## src/rtl/srhm_pkg.sv

```systemverilog
package srhm_pkg;

  localparam int unsigned NumRegs         = 8;
  localparam int unsigned DefaultChannels = 8;
  localparam int unsigned ChanW           = 3;
  localparam int unsigned DataW           = 32;
  localparam int unsigned CfgIdxW         = 3;

  localparam logic [DataW-1:0] ThrReset = '1;

  typedef struct packed {
    logic [ChanW-1:0]        channel;
    logic signed [DataW-1:0] sample;
    logic                    sample_good;
  } in_item_t;

  typedef struct packed {
    logic [ChanW-1:0]        out_channel;
    logic signed [DataW-1:0] merged_value;
    logic                    merged_good;
    logic                    spike_rejected;
  } out_item_t;

endpackage

```

## src/rtl/srhm_thr_regs.sv

```systemverilog
module srhm_thr_regs
  import srhm_pkg::*;
#(
  parameter int unsigned CHANNELS = DefaultChannels
) (
  input  logic                                  clk_i,
  input  logic                                  rst_ni,
  input  logic                                  wr_en_i,
  input  logic [CfgIdxW-1:0]                    wr_idx_i,
  input  logic [DataW-1:0]                      wr_data_i,
  input  logic [(CHANNELS > 1 ? $clog2(CHANNELS) : 1)-1:0] rd_idx_i,
  output logic [DataW-1:0]                      thr_o
);

  localparam int unsigned IdxW = (CHANNELS > 1) ? $clog2(CHANNELS) : 1;

  logic [DataW-1:0] thr_q [CHANNELS];
  logic             wr_in_range;

  // writes to registers of channels that are not built are dropped
  assign wr_in_range = ({1'b0, wr_idx_i} < (CfgIdxW + 1)'(CHANNELS));

  always_ff @(posedge clk_i or negedge rst_ni) begin
    if (!rst_ni) begin
      for (int i = 0; i < CHANNELS; i++) begin
        thr_q[i] <= ThrReset;
      end
    end else if (wr_en_i && wr_in_range) begin
      thr_q[wr_idx_i[IdxW-1:0]] <= wr_data_i;
    end
  end

  assign thr_o = thr_q[rd_idx_i];

endmodule

```

## src/rtl/srhm_chan_state.sv

```systemverilog
module srhm_chan_state
  import srhm_pkg::*;
#(
  parameter int unsigned CHANNELS = DefaultChannels
) (
  input  logic                                  clk_i,
  input  logic                                  rst_ni,
  input  logic                                  commit_i,
  input  in_item_t                              item_i,
  input  logic [DataW-1:0]                      thr_i,
  output logic [(CHANNELS > 1 ? $clog2(CHANNELS) : 1)-1:0] idx_o,
  output out_item_t                             res_o
);

  localparam int unsigned IdxW = (CHANNELS > 1) ? $clog2(CHANNELS) : 1;

  logic [DataW-1:0] last_good_q [CHANNELS];
  logic [DataW-1:0] acc_val_q   [CHANNELS];
  logic             acc_flag_q  [CHANNELS];

  logic            in_range;
  logic [IdxW-1:0] idx;
  logic            flag;
  logic [DataW:0]  diff;
  logic [DataW:0]  mag;
  logic            below_thr;
  logic            good_take;
  logic            take_val;
  logic            new_flag;
  logic [DataW-1:0] new_val;

  assign in_range  = ({1'b0, item_i.channel} < (ChanW + 1)'(CHANNELS));
  assign idx       = item_i.channel[IdxW-1:0];
  assign idx_o     = idx;
  assign flag      = in_range && acc_flag_q[idx];
  assign good_take = in_range && item_i.sample_good;

  // 33-bit difference never overflows; its magnitude fits in 33 bits
  assign diff   = {item_i.sample[DataW-1], item_i.sample}
                - {last_good_q[idx][DataW-1], last_good_q[idx]};
  assign mag    = diff[DataW] ? (~diff + 1'b1) : diff;
  assign below_thr = (mag < {1'b0, thr_i});

  assign take_val = good_take && (!flag || below_thr);
  assign new_flag = flag || good_take;
  assign new_val  = take_val ? item_i.sample : acc_val_q[idx];

  always_comb begin
    res_o.out_channel    = item_i.channel;
    res_o.merged_good    = new_flag;
    res_o.merged_value   = new_flag ? new_val : '0;
    res_o.spike_rejected = good_take && flag && !below_thr;
  end

  always_ff @(posedge clk_i or negedge rst_ni) begin
    if (!rst_ni) begin
      for (int i = 0; i < CHANNELS; i++) begin
        acc_flag_q[i] <= 1'b0;
      end
    end else if (commit_i && good_take) begin
      acc_flag_q[idx] <= 1'b1;
    end
  end

  always_ff @(posedge clk_i) begin
    if (commit_i && good_take) begin
      last_good_q[idx] <= item_i.sample;
    end
    if (commit_i && take_val) begin
      acc_val_q[idx] <= item_i.sample;
    end
  end

endmodule

```

## src/rtl/spike_reject_hold_merge.sv

```systemverilog
// Per-channel spike and gap filter for Q16.16 samples. Each input transaction
// carries a channel, a sample and a good flag and yields exactly one output
// transaction: the channel's accepted value and flag, plus whether this good
// sample was rejected as a jump larger than or equal to the channel's
// threshold (measured from the previous good raw sample). Missing samples
// leave the channel untouched; channels at or above CHANNELS report zeros.
// Throughput is one transaction per cycle while the output is not stalled; the
// path is an input register, then a combinational 33-bit subtract, abs and compare
// against the per-channel state held in flops, into the result register.
// Per-channel state updates as the item moves into the result register, so
// back-to-back samples on one channel see each other. Thresholds reset to
// all ones and should only be written while no transaction is in flight.
module spike_reject_hold_merge
  import srhm_pkg::*;
#(
  parameter int unsigned CHANNELS = DefaultChannels
) (
  input  logic               clk_i,
  input  logic               rst_ni,
  input  logic               in_valid_i,
  output logic               in_ready_o,
  input  in_item_t           in_data_i,
  output logic               out_valid_o,
  input  logic               out_ready_i,
  output out_item_t          out_data_o,
  input  logic               cfg_valid_i,
  output logic               cfg_ready_o,
  input  logic [CfgIdxW-1:0] cfg_index_i,
  input  logic [DataW-1:0]   cfg_data_i
);

  localparam int unsigned IdxW = (CHANNELS > 1) ? $clog2(CHANNELS) : 1;

  logic      in_vld_q, in_vld_d;
  in_item_t  in_item_q;
  logic      out_vld_q, out_vld_d;
  out_item_t out_item_q;
  out_item_t res;
  logic      advance;
  logic [IdxW-1:0]  rd_idx;
  logic [DataW-1:0] thr;

  assign cfg_ready_o = 1'b1;

  srhm_thr_regs #(
    .CHANNELS (CHANNELS)
  ) u_thr_regs (
    .clk_i     (clk_i),
    .rst_ni    (rst_ni),
    .wr_en_i   (cfg_valid_i),
    .wr_idx_i  (cfg_index_i),
    .wr_data_i (cfg_data_i),
    .rd_idx_i  (rd_idx),
    .thr_o     (thr)
  );

  srhm_chan_state #(
    .CHANNELS (CHANNELS)
  ) u_chan_state (
    .clk_i    (clk_i),
    .rst_ni   (rst_ni),
    .commit_i (advance),
    .item_i   (in_item_q),
    .thr_i    (thr),
    .idx_o    (rd_idx),
    .res_o    (res)
  );

  assign advance    = in_vld_q && (!out_vld_q || out_ready_i);
  assign in_ready_o = !in_vld_q || advance;

  always_comb begin
    in_vld_d = in_vld_q;
    if (in_ready_o) begin
      in_vld_d = in_valid_i;
    end
    out_vld_d = out_vld_q;
    if (advance) begin
      out_vld_d = 1'b1;
    end else if (out_ready_i) begin
      out_vld_d = 1'b0;
    end
  end

  always_ff @(posedge clk_i or negedge rst_ni) begin
    if (!rst_ni) begin
      in_vld_q  <= 1'b0;
      out_vld_q <= 1'b0;
    end else begin
      in_vld_q  <= in_vld_d;
      out_vld_q <= out_vld_d;
    end
  end

  always_ff @(posedge clk_i) begin
    if (in_ready_o && in_valid_i) begin
      in_item_q <= in_data_i;
    end
    if (advance) begin
      out_item_q <= res;
    end
  end

  assign out_valid_o = out_vld_q;
  assign out_data_o  = out_item_q;

`ifndef SYNTHESIS
  // a rejected spike always leaves an earlier accepted value in place
  assert property (@(posedge clk_i) disable iff (!rst_ni)
    out_valid_o |-> (!out_data_o.spike_rejected || out_data_o.merged_good))
    else $error("spike rejected on a channel with no accepted value");

  assert property (@(posedge clk_i) disable iff (!rst_ni)
    (out_valid_o && !out_data_o.merged_good) |-> (out_data_o.merged_value == '0))
    else $error("nonzero merged value without an accepted value");

  // stalled result with a full input register must back-pressure the input
  assert property (@(posedge clk_i) disable iff (!rst_ni)
    (out_vld_q && !out_ready_i && in_vld_q) |-> !in_ready_o)
    else $error("input accepted while pipeline is full and stalled");

  // a good sample that is not rejected shows up as the merged value
  assert property (@(posedge clk_i) disable iff (!rst_ni)
    (advance && in_item_q.sample_good && res.merged_good && !res.spike_rejected)
      |=> (out_data_o.merged_value == $past(in_item_q.sample)))
    else $error("accepted sample not reported as merged value");
`endif

endmodule
```

## config.mk

```make
export PLATFORM = sky130hd
export DESIGN_NAME = spike_reject_hold_merge
export DESIGN_NICKNAME = d
export VERILOG_FILES = /design/src/rtl/srhm_pkg.sv /design/src/rtl/srhm_thr_regs.sv /design/src/rtl/srhm_chan_state.sv /design/src/rtl/spike_reject_hold_merge.sv
export SDC_FILE = /design/constraint.sdc
export NUM_CORES = 1
export LEC_CHECK = 0
export CAP_MARGIN = 10
export CORE_ASPECT_RATIO = 0.7
export CORE_UTILIZATION = 33
export CTS_BUF_LIST = sky130_fd_sc_hd__clkbuf_4
export CTS_CLUSTER_DIAMETER = 100
export DETAILED_ROUTE_END_ITERATION = 12
export DONT_BUFFER_PORTS = 1
export SLEW_MARGIN = 20
export SYNTH_ARGS = -nofsm -noshare
export SYNTH_HDL_FRONTEND = slang
export SYNTH_SLANG_ARGS = --single-unit
```

## constraint.sdc

```tcl
create_clock -name clk_i -period 15 [get_ports clk_i]
set_input_delay 2.25 -clock clk_i [delete_from_list [all_inputs] [get_ports clk_i]]
set_output_delay 2.25 -clock clk_i [all_outputs]
set_load 0.05 [all_outputs]
```

Word-level counts from Yosys, hierarchy flattened
Memories as Yosys holds them, arrays and structs flattened. A register that Yosys moved wholly into a read port is not among the register bits.
Index checks and enable logic that the tools add are counted.
- add/sub/neg operators: 2
- magnitude comparators: 5
- mux-type cells: 19
- bitwise operators: 4
- reduce and logical (&&, ||, !) cells: 19
- operators with widths (operator ; count):
    $bwmux W256 ; 1
    $bmux W32 S3 ; 1
    $demux W32 S3 ; 1
    $mux W32 ; 3
    $add A33 B1 Y33 const B ; 1
    $lt A33 B32 Y1 ; 1
    $mux W33 ; 1
    $not A33 Y33 ; 1
    $sub A32 B32 Y33 ; 1
    $logic_and A1 B1 Y1 ; 9
    $mux W1 ; 9
    $ge A4 B4 Y1 const B ; 2
    $lt A4 B1 Y1 const B ; 2
    $not A3 Y4 ; 2
    $or A8 B8 Y8 ; 1
    $logic_not A1 Y1 ; 5
    $logic_or A1 B1 Y1 ; 4
    $bmux W1 S3 ; 1
    $demux W1 S3 ; 1
    $mux W3 ; 1
    $reduce_bool A2 Y1 ; 1
- register bits after elaboration: 307
- bits in writable memories: 512
- input port bits: 76
- output and inout port bits: 40
- memories kept: 2
- memory list (memory ; words ; width ; read ports ; clocked after Yosys merged registers in ; write ports ; RTL line ; text):
    u_chan_state.acc_val_q ; 8 ; 32 ; 1 ; 1 ; 1 ; srhm_chan_state.sv:18 ; logic [DataW-1:0] acc_val_q [CHANNELS];
    u_chan_state.last_good_q ; 8 ; 32 ; 1 ; 1 ; 1 ; srhm_chan_state.sv:17 ; logic [DataW-1:0] last_good_q [CHANNELS];

Depth between registers and ports, before layout
- word-level depth: 10
- depth in mapped cells: 30
- mapped depth without buffers: 24

Hierarchy
From an unflattened synthesis, not the netlist that was laid out.
- cells, all modules: 2341
- area, all modules: 37282.0 um^2
- modules (own cells, without submodules) (module ; times used ; cells each ; area each (um^2)):
    srhm_chan_state ; 1 ; 1593 ; 23014.6
    srhm_thr_regs ; 1 ; 665 ; 11960.2
    spike_reject_hold_merge ; 1 ; 83 ; 2307.2

Worst setup path after synthesis
No wires, ideal clock.
- path type: reg-to-reg
- start point: reg (tool-made name)
- end point: mem u_chan_state.acc_val_q[0][0], enable pin
- arrival: 8.270 ns
- path slack: 6.269 ns
- stages on the path, launching flop included: 25
- path buffers: 4
- cells stage by stage: dfxtp_1 clkbuf_1 buf_1 mux4_2 mux2i_1 ha_1 buf_6 a21oi_2 o21ai_2 or2_1 buf_6 or3_1 a221oi_2 or4b_4 nor4_4 a21oi_1 xnor2_1 ha_1 a2111oi_0 nand2_1 nor4_1 a21oi_1 a41oi_2 nor2_1 nor3_1
- RTL lines (what ; RTL line):
    end: declaration ; srhm_chan_state.sv:18

==> metrics <==
first-pass GRT wire length approximately 150000 um; Max transition margin between 20% and 30%; Yosys cell types 76; Seq cells post-synth roughly 850; insertion delay to the later sink of the worst-skew pair 1.17 ns; vias in the first global route approximately 23000; syn avg cell area ~16 um2; clk slew on worst S/H paths 0.07 ns; worst endpoint required time approximately 16 ns; count of final setup violators 0; syn_nets roughly 2500; Setup crit start kind register; grt ovf 0; start point of the worst hold path u_chan_state.acc_flag_q[5]$_DFFE_PN0P_; yosys warns 0; CP endpoint kind register; Power Density ~140 mW/mm2; busiest layer in global routing met2; Area Overhead vs Synth 11.75%; core box area 0.1105 mm2; synth top area cells edfxtp_1 48%, dfstp_2 18%, mux2_2 8.1%; Hold WS 0.4740 ns; # DRC 0; CTS max path bufs 3; Crit Path Max Fanout 44; height of the die around 280 um; ys flop type edfxtp_1; hold endpoint u_chan_state.acc_flag_q[5]$_DFFE_PN0P_; FF-to-FF setup slack between 6 and 7 ns; met1 Use GR between 20% and 30%; Fin Clk Skew between 0.1 and 0.15 ns; top cells by count, synth 585 x edfxtp_1, 264 x mux2_2, 256 x dfstp_2; initial antenna violation count 9; Worst path most repeated cell a21oi_1; DRT iter0 DRCs around 2000; Final Util 37.19%; RSZ-0062 raised after global routing false; sequential area share after synthesis approximately two thirds; status finished clean; CP peak stage delay about 0.8 ns; WS Path Type register to register; Hold Buf Count CTS 0; most numerous cell in the Yosys netlist edfxtp_1; post-synth top area share 47.76%; leakage 14.09 nW; R2R depth 24; Fill cells around 10000; dpl hpwl roughly 58000 um; maximum vdd drop ~0.080 mV; endpoints failing hold 0; WL final 98960 um; H-tree lvl count 4; Final min period 8.361 ns; Final period util ~56%; DRT Pass-1 Iters 5; die width between 400 and 500 um; setup tns final 0 ns; GRT met2 Usage around a quarter; largest net degree at the start of global routing 267; Final Power 5.921 mW; num ports about 120; layout cells sized above 1 between 30% and 40%; worst-path cell chain buf_4, mux4_2, mux2i_1, ha_1, a21oi_1, o21ai_0, or2_2, o21ai_0, a211oi_1, or3_1, and2_1, a31oi_1, xor2_1, ha_1, nand4_1, or3_1, nor4_1, a21oi_1, a211o_1, a21oi_1, a41oi_2, nor2_1, nor3_2, buf_4; Rows 102; WL/cell approximately 24 um; Max Clk Rate between 0.1 and 0.15 GHz; Synth Instances 2336; DP Area slightly below 0.04 mm2; Critical Path AT around 9 ns; Starting Density roughly 33%; worst reg2reg path endpoint u_chan_state.acc_val_q[3][9]$_DFFE_PP_; routability congestion estimate ~0.90; die area roughly 0.11 mm2; PortBufs 0; Clk Tree Root Cell clkbuf_4; hold path cells 1; layout net count about 2600; Post-CTS Resized 0; Worst Tran Pin Value approximately 1.1 ns; number of max-cap violations 0; async set-reset flop share out of synthesis 31.15%; HP Class register to register; Post-Synthesis Cell Area approximately 0.037 mm2; Final Cell Area approximately 0.04 mm2; number of routed nets with antenna violations 0; CTS tree built; Post-synth EDFFs between 500 and 600; DR vias between 20000 and 25000; Final Slew Violations 0; post-CTS setup buffer count 0; CP max-delay cell buf_4; DR vias/cell 5.441; Tot GR Track Use between 15 and 20%; clock sinks 854; total CTS buffers 200; post-synth top area cell edfxtp_1; grt met3 use 4.860%
## critical path, delay by kind of cell (launching register included)
kind / cells / cell delay, ns
and+or+nand+nor: 8 / 2.76
AOI/OAI and AO/OA: 9 / 1.86
buffers and inverters: 2 / 1.15
muxes: 2 / 0.74
DFF: 1 / 0.69
adders and majority gates: 2 / 0.69
xor gates and xnor gates: 1 / 0.11
## state kept, by name, summed over array words and instances, names as in the netlist, named ones only
signal	count
out_data_o	37
u_chan_state.last_good_q	256
u_chan_state.acc_flag_q	8
in_vld_q	1
u_chan_state.acc_val_q	256
u_thr_regs.thr_q	256
out_valid_o	1
in_item_q	36
## metal layers
metal	wire (um)	share of wire, %
met1	45720	46
met2	44180	45
met3	7758	7.8
met4	1264	1.3
met5	27	0.027
## layout by cell type, fill, tap and decap left out, types with 47 or more instances in the layout
cell      netlist  layout
a21oi_1        62      62
a22oi_1       193     193
buf_4           4      47
clkbuf_4        0     283
dfstp_2       256     256
edfxtp_1      585     585
ha_1           64      64
mux2_2        264     264
mux2i_1        65      65
mux4_2         64      64
nand2_1       113     113
nor2_1         61      52
## power by group
group / leakage, nW / internal, mW / total [mW] / switching, mW
logic: 4.41 / 0.439 / 1.00 / 0.564
registers: 8.15 / 2.85 / 3.04 / 0.188
clock network: 1.53 / 0.935 / 1.88 / 0.943
## cell type report
cell class / count / area, um2 / area share [%]
flip-flops and latches: 854 / 24610 / 59.87
multi-input cells: 1327 / 11640 / 28.32
clock buffers: 283 / 2125 / 5.169
well taps: 1456 / 1822 / 4.432
clock inverters: 64 / 437.9 / 1.065
repair buffers: 48 / 372.9 / 0.9071
inverters: 19 / 71.32 / 0.1735
diodes: 9 / 22.52 / 0.05479
## kinds of logic (layout without fill, tap and decap cells)
family,after synthesis,count (layout),share of synthesized area (%)
DFF,854,854,66.89
AOI/OAI and AO/OA,453,453,8.997
muxes,393,393,13.77
and+or+nand+nor,370,370,5.160
buffers and inverters,155,414,1.871
adders and majority gates,65,65,2.231
xor gates and xnor gates,45,45,1.072
other,1,10,0.01019
## worst max path at each step
| stage | start | endpoint | slack, ns |
|---|---|---|---|
| after global routing | register | u_chan_state.acc_val_q[7][31]$_DFFE_PP_ | 5.87 |
| after CTS | register | u_chan_state.acc_val_q[3][9]$_DFFE_PP_ | 6.64 |
| after floorplan | register | u_chan_state.acc_val_q[0][0]$_DFFE_PP_ | 6.27 |
| after detailed placement | register | u_chan_state.acc_val_q[3][13]$_DFFE_PP_ | 6.64 |
| final | register | u_chan_state.acc_val_q[3][9]$_DFFE_PP_ | 6.64 |
| after global placement | register | u_chan_state.acc_val_q[7][3]$_DFFE_PP_ | 6.68 |
## stage by stage
step                setup slack, ns  cells
floorplan                     6.269   2336
global placement              6.678   3703
detailed placement            6.639   3703
CTS                           6.643   4050
global route                  5.872   4058
finish                        6.639   4060
Note: power is estimated with default switching activity, not from simulation.
